===== config.mk =====
export PLATFORM = sky130hd
export DESIGN_NAME = ddo_ctrl
export DESIGN_NICKNAME = d
export VERILOG_FILES = /design/src/hw/rtl/ddo_pkg.sv /design/src/hw/rtl/ddo_ctrl.sv
export SDC_FILE = /design/constraint.sdc
export NUM_CORES = 1
export LEC_CHECK = 0
export ABC_AREA = 1
export BUFFER_PORTS_ARGS = -buffer_cell sky130_fd_sc_hd__buf_2
export CAP_MARGIN = 20
export CORE_UTILIZATION = 40
export DETAILED_ROUTE_END_ITERATION = 10
export GPL_TIMING_DRIVEN = 1
export SKIP_CTS_REPAIR_TIMING = 1
export SLEW_MARGIN = 20
export SYNTH_ARGS = -nofsm -noshare
export SYNTH_HDL_FRONTEND = slang
export SYNTH_SLANG_ARGS = --single-unit

===== constraint.sdc =====
create_clock -name clk_i -period 3.7 [get_ports clk_i]
set_input_delay 0.74 -clock clk_i [delete_from_list [all_inputs] [get_ports clk_i]]
set_output_delay 0.74 -clock clk_i [all_outputs]
set_load 0.01 [all_outputs]

===== src/hw/rtl/ddo_pkg.sv =====
// Shared types, constants and the arctangent table of the odometry core.
package ddo_pkg;

  localparam int unsigned CordicStepsDef = 16;
  localparam logic [31:0] TurnGainReset  = 32'd2136141486;
  localparam logic [33:0] CordicK        = 34'sd652032874;
  localparam logic [0:0]  RegTurnGain    = 1'b0;

  localparam logic [31:0] AtanTab [32] = '{
    32'h20000000, 32'h12E4051D, 32'h09FB385B, 32'h051111D4,
    32'h028B0D43, 32'h0145D7E1, 32'h00A2F61E, 32'h00517C55,
    32'h0028BE53, 32'h00145F2E, 32'h000A2F98, 32'h000517CC,
    32'h00028BE6, 32'h000145F3, 32'h0000A2F9, 32'h0000517C,
    32'h000028BE, 32'h0000145F, 32'h00000A2F, 32'h00000517,
    32'h0000028B, 32'h00000145, 32'h000000A2, 32'h00000051,
    32'h00000028, 32'h00000014, 32'h0000000A, 32'h00000005,
    32'h00000002, 32'h00000001, 32'h00000000, 32'h00000000
  };

  typedef struct packed {
    logic load_in;
    logic mul_gain;
    logic load_mid;
    logic rot;
    logic mul_x;
    logic mul_y;
    logic update;
    logic fin;
  } ddo_cmd_t;

  typedef struct packed {
    logic rot_last;
    logic out_free;
  } ddo_stat_t;

endpackage


===== src/hw/rtl/ddo_ctrl.sv =====
// Sequencing state machine of the odometry core.
module ddo_ctrl
  import ddo_pkg::*;
(
  input  logic      clk_i,
  input  logic      rst_ni,
  input  logic      in_valid_i,
  output logic      in_ready_o,
  input  ddo_stat_t stat_i,
  output ddo_cmd_t  cmd_o
);

  typedef enum logic [8:0] {
    S_IDLE = 9'b000000001,
    S_MULG = 9'b000000010,
    S_ANG  = 9'b000000100,
    S_ROT  = 9'b000001000,
    S_MULX = 9'b000010000,
    S_MULY = 9'b000100000,
    S_UPD  = 9'b001000000,
    S_ROT2 = 9'b010000000,
    S_FIN  = 9'b100000000
  } state_e;

  state_e state_q, state_d;

  always_comb begin
    state_d = state_q;
    cmd_o   = '0;
    case (state_q)
      S_IDLE: begin
        if (in_valid_i) begin
          cmd_o.load_in = 1'b1;
          state_d       = S_MULG;
        end
      end
      S_MULG: begin
        cmd_o.mul_gain = 1'b1;
        state_d        = S_ANG;
      end
      S_ANG: begin
        cmd_o.load_mid = 1'b1;
        state_d        = S_ROT;
      end
      S_ROT: begin
        cmd_o.rot = 1'b1;
        if (stat_i.rot_last) state_d = S_MULX;
      end
      S_MULX: begin
        cmd_o.mul_x = 1'b1;
        state_d     = S_MULY;
      end
      S_MULY: begin
        cmd_o.mul_y = 1'b1;
        state_d     = S_UPD;
      end
      S_UPD: begin
        cmd_o.update = 1'b1;
        state_d      = S_ROT2;
      end
      S_ROT2: begin
        cmd_o.rot = 1'b1;
        if (stat_i.rot_last) state_d = S_FIN;
      end
      S_FIN: begin
        if (stat_i.out_free) begin
          cmd_o.fin = 1'b1;
          state_d   = S_IDLE;
        end
      end
      default: state_d = S_IDLE;
    endcase
  end

  assign in_ready_o = (state_q == S_IDLE);

  always_ff @(posedge clk_i or negedge rst_ni) begin
    if (!rst_ni) begin
      state_q <= S_IDLE;
    end else begin
      state_q <= state_d;
    end
  end

endmodule


# Yosys cells after proc, flatten, opt, wreduce, memory -nomap -nowiden
# Cells that the tools add are included.
# word_totals
regBits	9
latchBits	0
ram_bits	0
romBits	0
input_bits	5
output_inout_bits	9
word_cells	31
memories	0
# classes
addsub	0
n_mul	0
div_mod_pow	0
magnitude_cmp	0
eq_ne	13
shifts	0
n_mux	15
n_bitwise	0
reduce_logical	2
# op_table
operator	n
$pmux W9 S9	1
$mux W9	4
$mux W1	10
$eq A9 B1 Y1 const B	1
$eq A9 B2 Y1 const B	1
$eq A9 B3 Y1 const B	1
$eq A9 B4 Y1 const B	1
$eq A9 B5 Y1 const B	1
$eq A9 B6 Y1 const B	1
$eq A9 B7 Y1 const B	1
$eq A9 B8 Y1 const B	1
$eq A9 B9 Y1 const B	1
$ne A2 B2 Y1 const B	4
$reduce_and A4 Y1	1
$reduce_or A2 Y1	1

# Logic depth before layout (Yosys ltp)
# Gate-level depths: netlist of the first run.
# depth
word_depth	3
ltp_mapped	10
depth_no_buf	10

# Worst setup path before layout of the first run
# Ideal clock, no wire load.
# synth_path
kind	input port to output port
from	input in_valid_i
to	output cmd_o[7] (netlist name)
arrival_time_ps	1100
required_ps	2960
path_slack_ps	1860
stages	2
path_cell_list	inv_1 nor3_1
# synth_rtl
item	line_no	rtl
start: declaration	ddo_ctrl.sv:7	input logic in_valid_i,
end: declaration	ddo_ctrl.sv:10	output ddo_cmd_t cmd_o

==> results.sh, run 1 <==
export IMPL_outcome="complete, no violations"
export IMPL_crit_path_start_kind="flop"
export IMPL_via_per_inst=4.763
export IMPL_cp_startpoint="state_q[5]"
export IMPL_final_hold_viol_count=0
export IMPL_grt_pass1_wl_mm=2.456
export IMPL_io_buffers=13
export IMPL_yosysUniqueCellTypes=13
export IMPL_required_ns=2.96
export IMPL_yosys_area_top_type="dfrtp_1"
export IMPL_reg2reg_depth=10
export IMPL_grt_total_usage=0.1878
export IMPL_intPower_uw=245.4
export IMPL_powerDensity_mw_per_mm2=606.1
export IMPL_end_kind="output port"
export IMPL_cts_buffers=3
export IMPL_num_vias=624
export IMPL_drtIter0Drc=23
export IMPL_top_regs="state_q: 9 flops"
export IMPL_vdd_drop_max_uv=325.6
export IMPL_pwr_share_seq=0.315
export IMPL_cts_clk_slew_worst_paths_ns=0.07
export IMPL_clock_latency_ns=0.27
export IMPL_crit_reg2reg_launch="state_q[0]"
export IMPL_largest_register="state_q"
export IMPL_grt_pass1_vias=580
export IMPL_antenna_found_initial=0
export IMPL_final_max_slew_violation_count=0
export IMPL_syn_area_per_cell_um2=6.585
export IMPL_yosysWarningCount=0
export IMPL_die_h_um=42.37
export IMPL_synth_edf_count=0
export IMPL_syn2layout_area_growth_pct=15.93
export IMPL_worstPathArrival_ns=1.41
export IMPL_fin_crit_sh=0.5818
export IMPL_numClockSinks=9
export IMPL_seq_area_frac_synth=0.3474
export IMPL_finalPower_uw=458.1
export IMPL_nets=121
export IMPL_gp_congestion=0.7627
export IMPL_path_max_fanout=5
export IMPL_switchingPower_uw=212.6
export IMPL_fin_tns_setup_ns=0
export IMPL_rsz0062_at_grt="false"
export IMPL_ff2ff_setup_slack_ns=2.31
export IMPL_skew_ns=0.002769
export IMPL_grt_max_degree=11
export IMPL_wl_per_cell_um=10.34
export IMPL_combPwrFrac=0.509
export IMPL_grt_overflow=0
export IMPL_drtAntennaViolNets=0
export IMPL_worstSetupPathType="flop to output port"
export IMPL_post_dp_hpwl_mm=1.063
export IMPL_drt_first_pass_iters=4
export IMPL_cts_tree="built"
export IMPL_die_w_um=42.37
export IMPL_fp_coreArea_mm2=0.001506
export IMPL_initial_core_util=0.4327
export IMPL_fmax_ghz=0.4645
export IMPL_cap_violations=0
export IMPL_synth_flop_cell="dfrtp_1"
export IMPL_final_period_minus_worst_setup_slack_ns=2.153
export IMPL_synth_area_um2=651.9
export IMPL_die_area_mm2=0.001795
export IMPL_synthesis_nets=104
export IMPL_fp_row_count=14
export IMPL_swShare=0.4642
export IMPL_ys_seq_elements=9
export IMPL_fin_ws_ns=1.547
export IMPL_setup_violations=0
export IMPL_yosys_top_cells_count="24 x nor2_1, 20 x nand2_1, 12 x inv_1, 12 x nand3_1, 8 x dfrtp_1"
export IMPL_min_path_type="primary input to async pin"
export IMPL_worstSetupEndpoint="cmd_o[4]"
export IMPL_synth_top_area_frac=0.3071
export IMPL_p_clk_frac=0.176
export IMPL_p_leak_uw=0.0004329
export IMPL_drt_total_wl_mm=1.355
export IMPL_clockBufferDepth=2
export IMPL_max_slew_margin=0.8517
export IMPL_cts_root_buffer="clkbuf_4"
export IMPL_diodes=0
export IMPL_synth_most_common_cell="nor2_1"
export IMPL_worstMarginPinSlew_ns=0.2223
export IMPL_largest_reg_flops=9
export IMPL_final_layout_size_suffix_gt1_frac=0.3043
export IMPL_yosys_top_cells_area="dfrtp_1 31%, nor2_1 14%, nand2_1 12%, nand3_1 9.2%, inv_1 6.9%"
export IMPL_drcViolationCount=0
export IMPL_r2r_end="state_q[3]"
export IMPL_ioPinCount=14
export IMPL_h_tree_depth=1
export IMPL_async_flop_share=1.000
export IMPL_dp_slack_ns=1.762
export IMPL_syn_inst=99
[logic make-up after synthesis]
| group | count (synthesis) | synth area share |
|---|---|---|
| buffers and inverters | 16 | 0.09789 |
| DFF | 9 | 0.3474 |
| and+or+nand+nor | 74 | 0.5547 |
[per-layer routing]
metal,GRT usage,part of all wire,routed length [um],up-vias
li1,-,-,-,332
met2,0.2677,0.44,596,16
met3,0.03879,0.042,57,2
met1,0.2588,0.51,685,274
met4,0.1125,0.011,15,0
met5,0,0,0,-
[worst min-delay path by stage]
stage | from | endpoint
after global routing | rst_ni | state_q[7]
after floorplan | rst_ni | state_q[1]
after global placement | state_q[3] | state_q[3]
final | rst_ni | state_q[7]
after detailed placement | state_q[3] | state_q[3]
after CTS | rst_ni | state_q[7]
[per-stage QoR]
step / util / cell area (um2) / cells / hold slack [ns]
2_1_floorplan: - / 651.9 / 99 / 0.4444
3_3_place_gp: 0.4842 / 729.5 / 127 / 0.5446
3_5_place_dp: 0.4842 / 729.5 / 127 / 0.5434
4_1_cts: 0.5017 / 755.7 / 131 / 0.3209
5_1_grt: 0.5017 / 755.7 / 131 / 0.3218
6_report: 0.5017 / 755.7 / 131 / 0.3143
[worst max-delay path, stage by stage (launching register included)]
cell and delay [ns]:
dfrtp_1 0.41, nor2_2 0.21, nand3_2 0.12, nor2_2 0.16, inv_2 0.06, nand2_2 0.06, buf_2 0.12
[layout make-up]
type	count	area, um2
Multi-Input combinational cell	74	361.6
Inverter	15	56.30
Fill cell	169	750.7
Timing Repair Buffer	13	65.06
Clock buffer	4	26.28
Tap cell	16	20.02
Sequential cell	9	226.5
[power groups by stage]
| stage | combinational [uW] | sequential (uW) | clock, uW |
|---|---|---|---|
| after global placement | 235 | 145 | 0 |
| after CTS | 238 | 144 | 81.9 |
| after global routing | 269 | 147 | 89.1 |
| after floorplan | 183 | 143 | 0 |
| after detailed placement | 236 | 146 | 0 |
| final | 233 | 144 | 80.4 |
[placed cells by master, fill, tap and decap left out, types with 4 or more instances in the layout]
master   instances
nand3_1         12
nand2_1         20
buf_2           13
inv_1           12
nand2_2          5
nor2_1          24
nor2_4           4
nor2_2           4
dfrtp_1          8
Note: power is estimated with default switching activity, not from simulation.
==> inputs of run 2 (changes only) <==
clock period = 2 ns   (was 3.7 ns; I/O delays follow)
==> results.sh, run 2 (synthesized netlist as in run 1, its figures left out) <==
export IMPL_outcome="complete, no violations"
export IMPL_ioPinCount=14
export IMPL_post_dp_hpwl_mm=1.110
export IMPL_worstMarginPinSlew_ns=0.2259
export IMPL_final_max_slew_violation_count=0
export IMPL_nets=122
export IMPL_h_tree_depth=1
export IMPL_final_period_minus_worst_setup_slack_ns=1.837
export IMPL_worstPathArrival_ns=1.44
export IMPL_rsz0062_at_grt="false"
export IMPL_grt_pass1_wl_mm=2.401
export IMPL_final_hold_viol_count=0
export IMPL_fin_crit_sh=0.9184
export IMPL_drtIter0Drc=12
export IMPL_gp_congestion=0.8104
export IMPL_grt_overflow=0
export IMPL_reg2reg_depth=10
export IMPL_cap_violations=0
export IMPL_fmax_ghz=0.5444
export IMPL_fill_cells=169
export IMPL_worstSetupPathType="flop to output port"
export IMPL_largest_register="state_q"
export IMPL_crit_path_start_kind="flop"
export IMPL_grt_max_degree=11
export IMPL_die_area_mm2=0.001795
export IMPL_wl_per_cell_um=10.96
export IMPL_top_regs="state_q: 9 flops"
export IMPL_cts_clk_slew_worst_paths_ns=0.07
export IMPL_fp_coreArea_mm2=0.001506
export IMPL_vdd_drop_max_uv=675.8
export IMPL_setup_violations=0
export IMPL_die_h_um=42.37
export IMPL_required_ns=1.60
export IMPL_end_kind="output port"
export IMPL_drt_first_pass_iters=5
export IMPL_cts_root_buffer="clkbuf_4"
export IMPL_cts_tree="built"
export IMPL_place_area_um2=729.5
export IMPL_p_leak_uw=0.0004370
export IMPL_drtAntennaViolNets=0
export IMPL_via_per_inst=4.818
export IMPL_grt_pass1_vias=569
export IMPL_cts_buffers=3
export IMPL_fin_tns_setup_ns=0
export IMPL_min_path_type="primary input to flop"
export IMPL_drt_total_wl_mm=1.447
export IMPL_clockBufferDepth=2
export IMPL_skew_ns=0.0005622
export IMPL_largest_reg_flops=9
export IMPL_grt_total_usage=0.1844
export IMPL_path_max_fanout=3
export IMPL_final_layout_size_suffix_gt1_frac=0.3017
export IMPL_drcViolationCount=0
export IMPL_layout_commonest_cell="nor2_1"
export IMPL_initial_core_util=0.4327
export IMPL_whs_path_depth=3
export IMPL_max_slew_margin=0.8493
export IMPL_num_vias=636
export IMPL_numClockSinks=9
export IMPL_syn2layout_area_growth_pct=17.47
export IMPL_powerDensity_mw_per_mm2=1118
export IMPL_final_cell_mix="24 x nor2_1, 20 x nand2_1, 13 x buf_2, 12 x nand3_1, 12 x inv_1"
export IMPL_fin_area_um2=765.7
export IMPL_diodes=0
export IMPL_fp_row_count=14
export IMPL_die_w_um=42.37
export IMPL_io_buffers=13
export IMPL_clock_latency_ns=0.26
export IMPL_hold_ws_ns=0.4237
export IMPL_antenna_found_initial=0
-- run 2: layout make-up --
| type | count | area (um2) | area share |
|---|---|---|---|
| sequential | 9 | 226.5 | 0.2958 |
| tap | 16 | 20.02 | 0.02614 |
| multi-input combinational | 74 | 361.6 | 0.4722 |
| timing repair buffer | 14 | 75.07 | 0.09804 |
| inverter | 15 | 56.30 | 0.07353 |
| clock buffer | 4 | 26.28 | 0.03431 |
-- run 2: worst paths after layout --
kind | startpoint | to | slack, ns
setup reg to reg | state_q[0] | state_q[3] | 0.59
setup / recovery | state_q[0] | cmd_o[7] | 0.16
hold / removal | in_valid_i | state_q[1] | 0.42
max in group asynchronous | rst_ni | state_q[0] | 1.23
min in group asynchronous | rst_ni | state_q[2] | 0.52
hold reg to reg | state_q[3] | state_q[3] | 0.57
-- run 2: per-layer routing --
layer,GRT usage,vias up,part of all wire
li1,-,334,-
met1,0.2459,282,0.48
met2,0.2677,16,0.45
met3,0.04310,4,0.041
met4,0.1125,0,0.022
met5,0,-,0
-- run 2: critical path, stage by stage, from the launching register on --
cell,delay [ns]
dfstp_2,0.57
inv_1,0.05
nor2_2,0.12
nand3_2,0.12
nor3_1,0.15
buf_2,0.16
-- run 2: power by group --
part	total [uW]	leakage, uW	internal [uW]	switching (uW)
Sequential	267	0.000121	224	43.1
Clock	148	0.0000150	77.2	70.7
Combinational	441	0.000301	154	287
Total	856	0.000437	455	401
-- run 2: metrics by stage --
step           utilization  setup slack [ns]  power (uW)  std cells
2_1_floorplan            -            0.5266       601.5         99
3_3_place_gp        0.4842            0.4629       700.4        127
3_5_place_dp        0.4842            0.4665       706.3        127
4_1_cts             0.5017            0.1535       859.8        131
5_1_grt             0.5083           0.03389       933.2        132
6_report            0.5083            0.1632       856.3        132
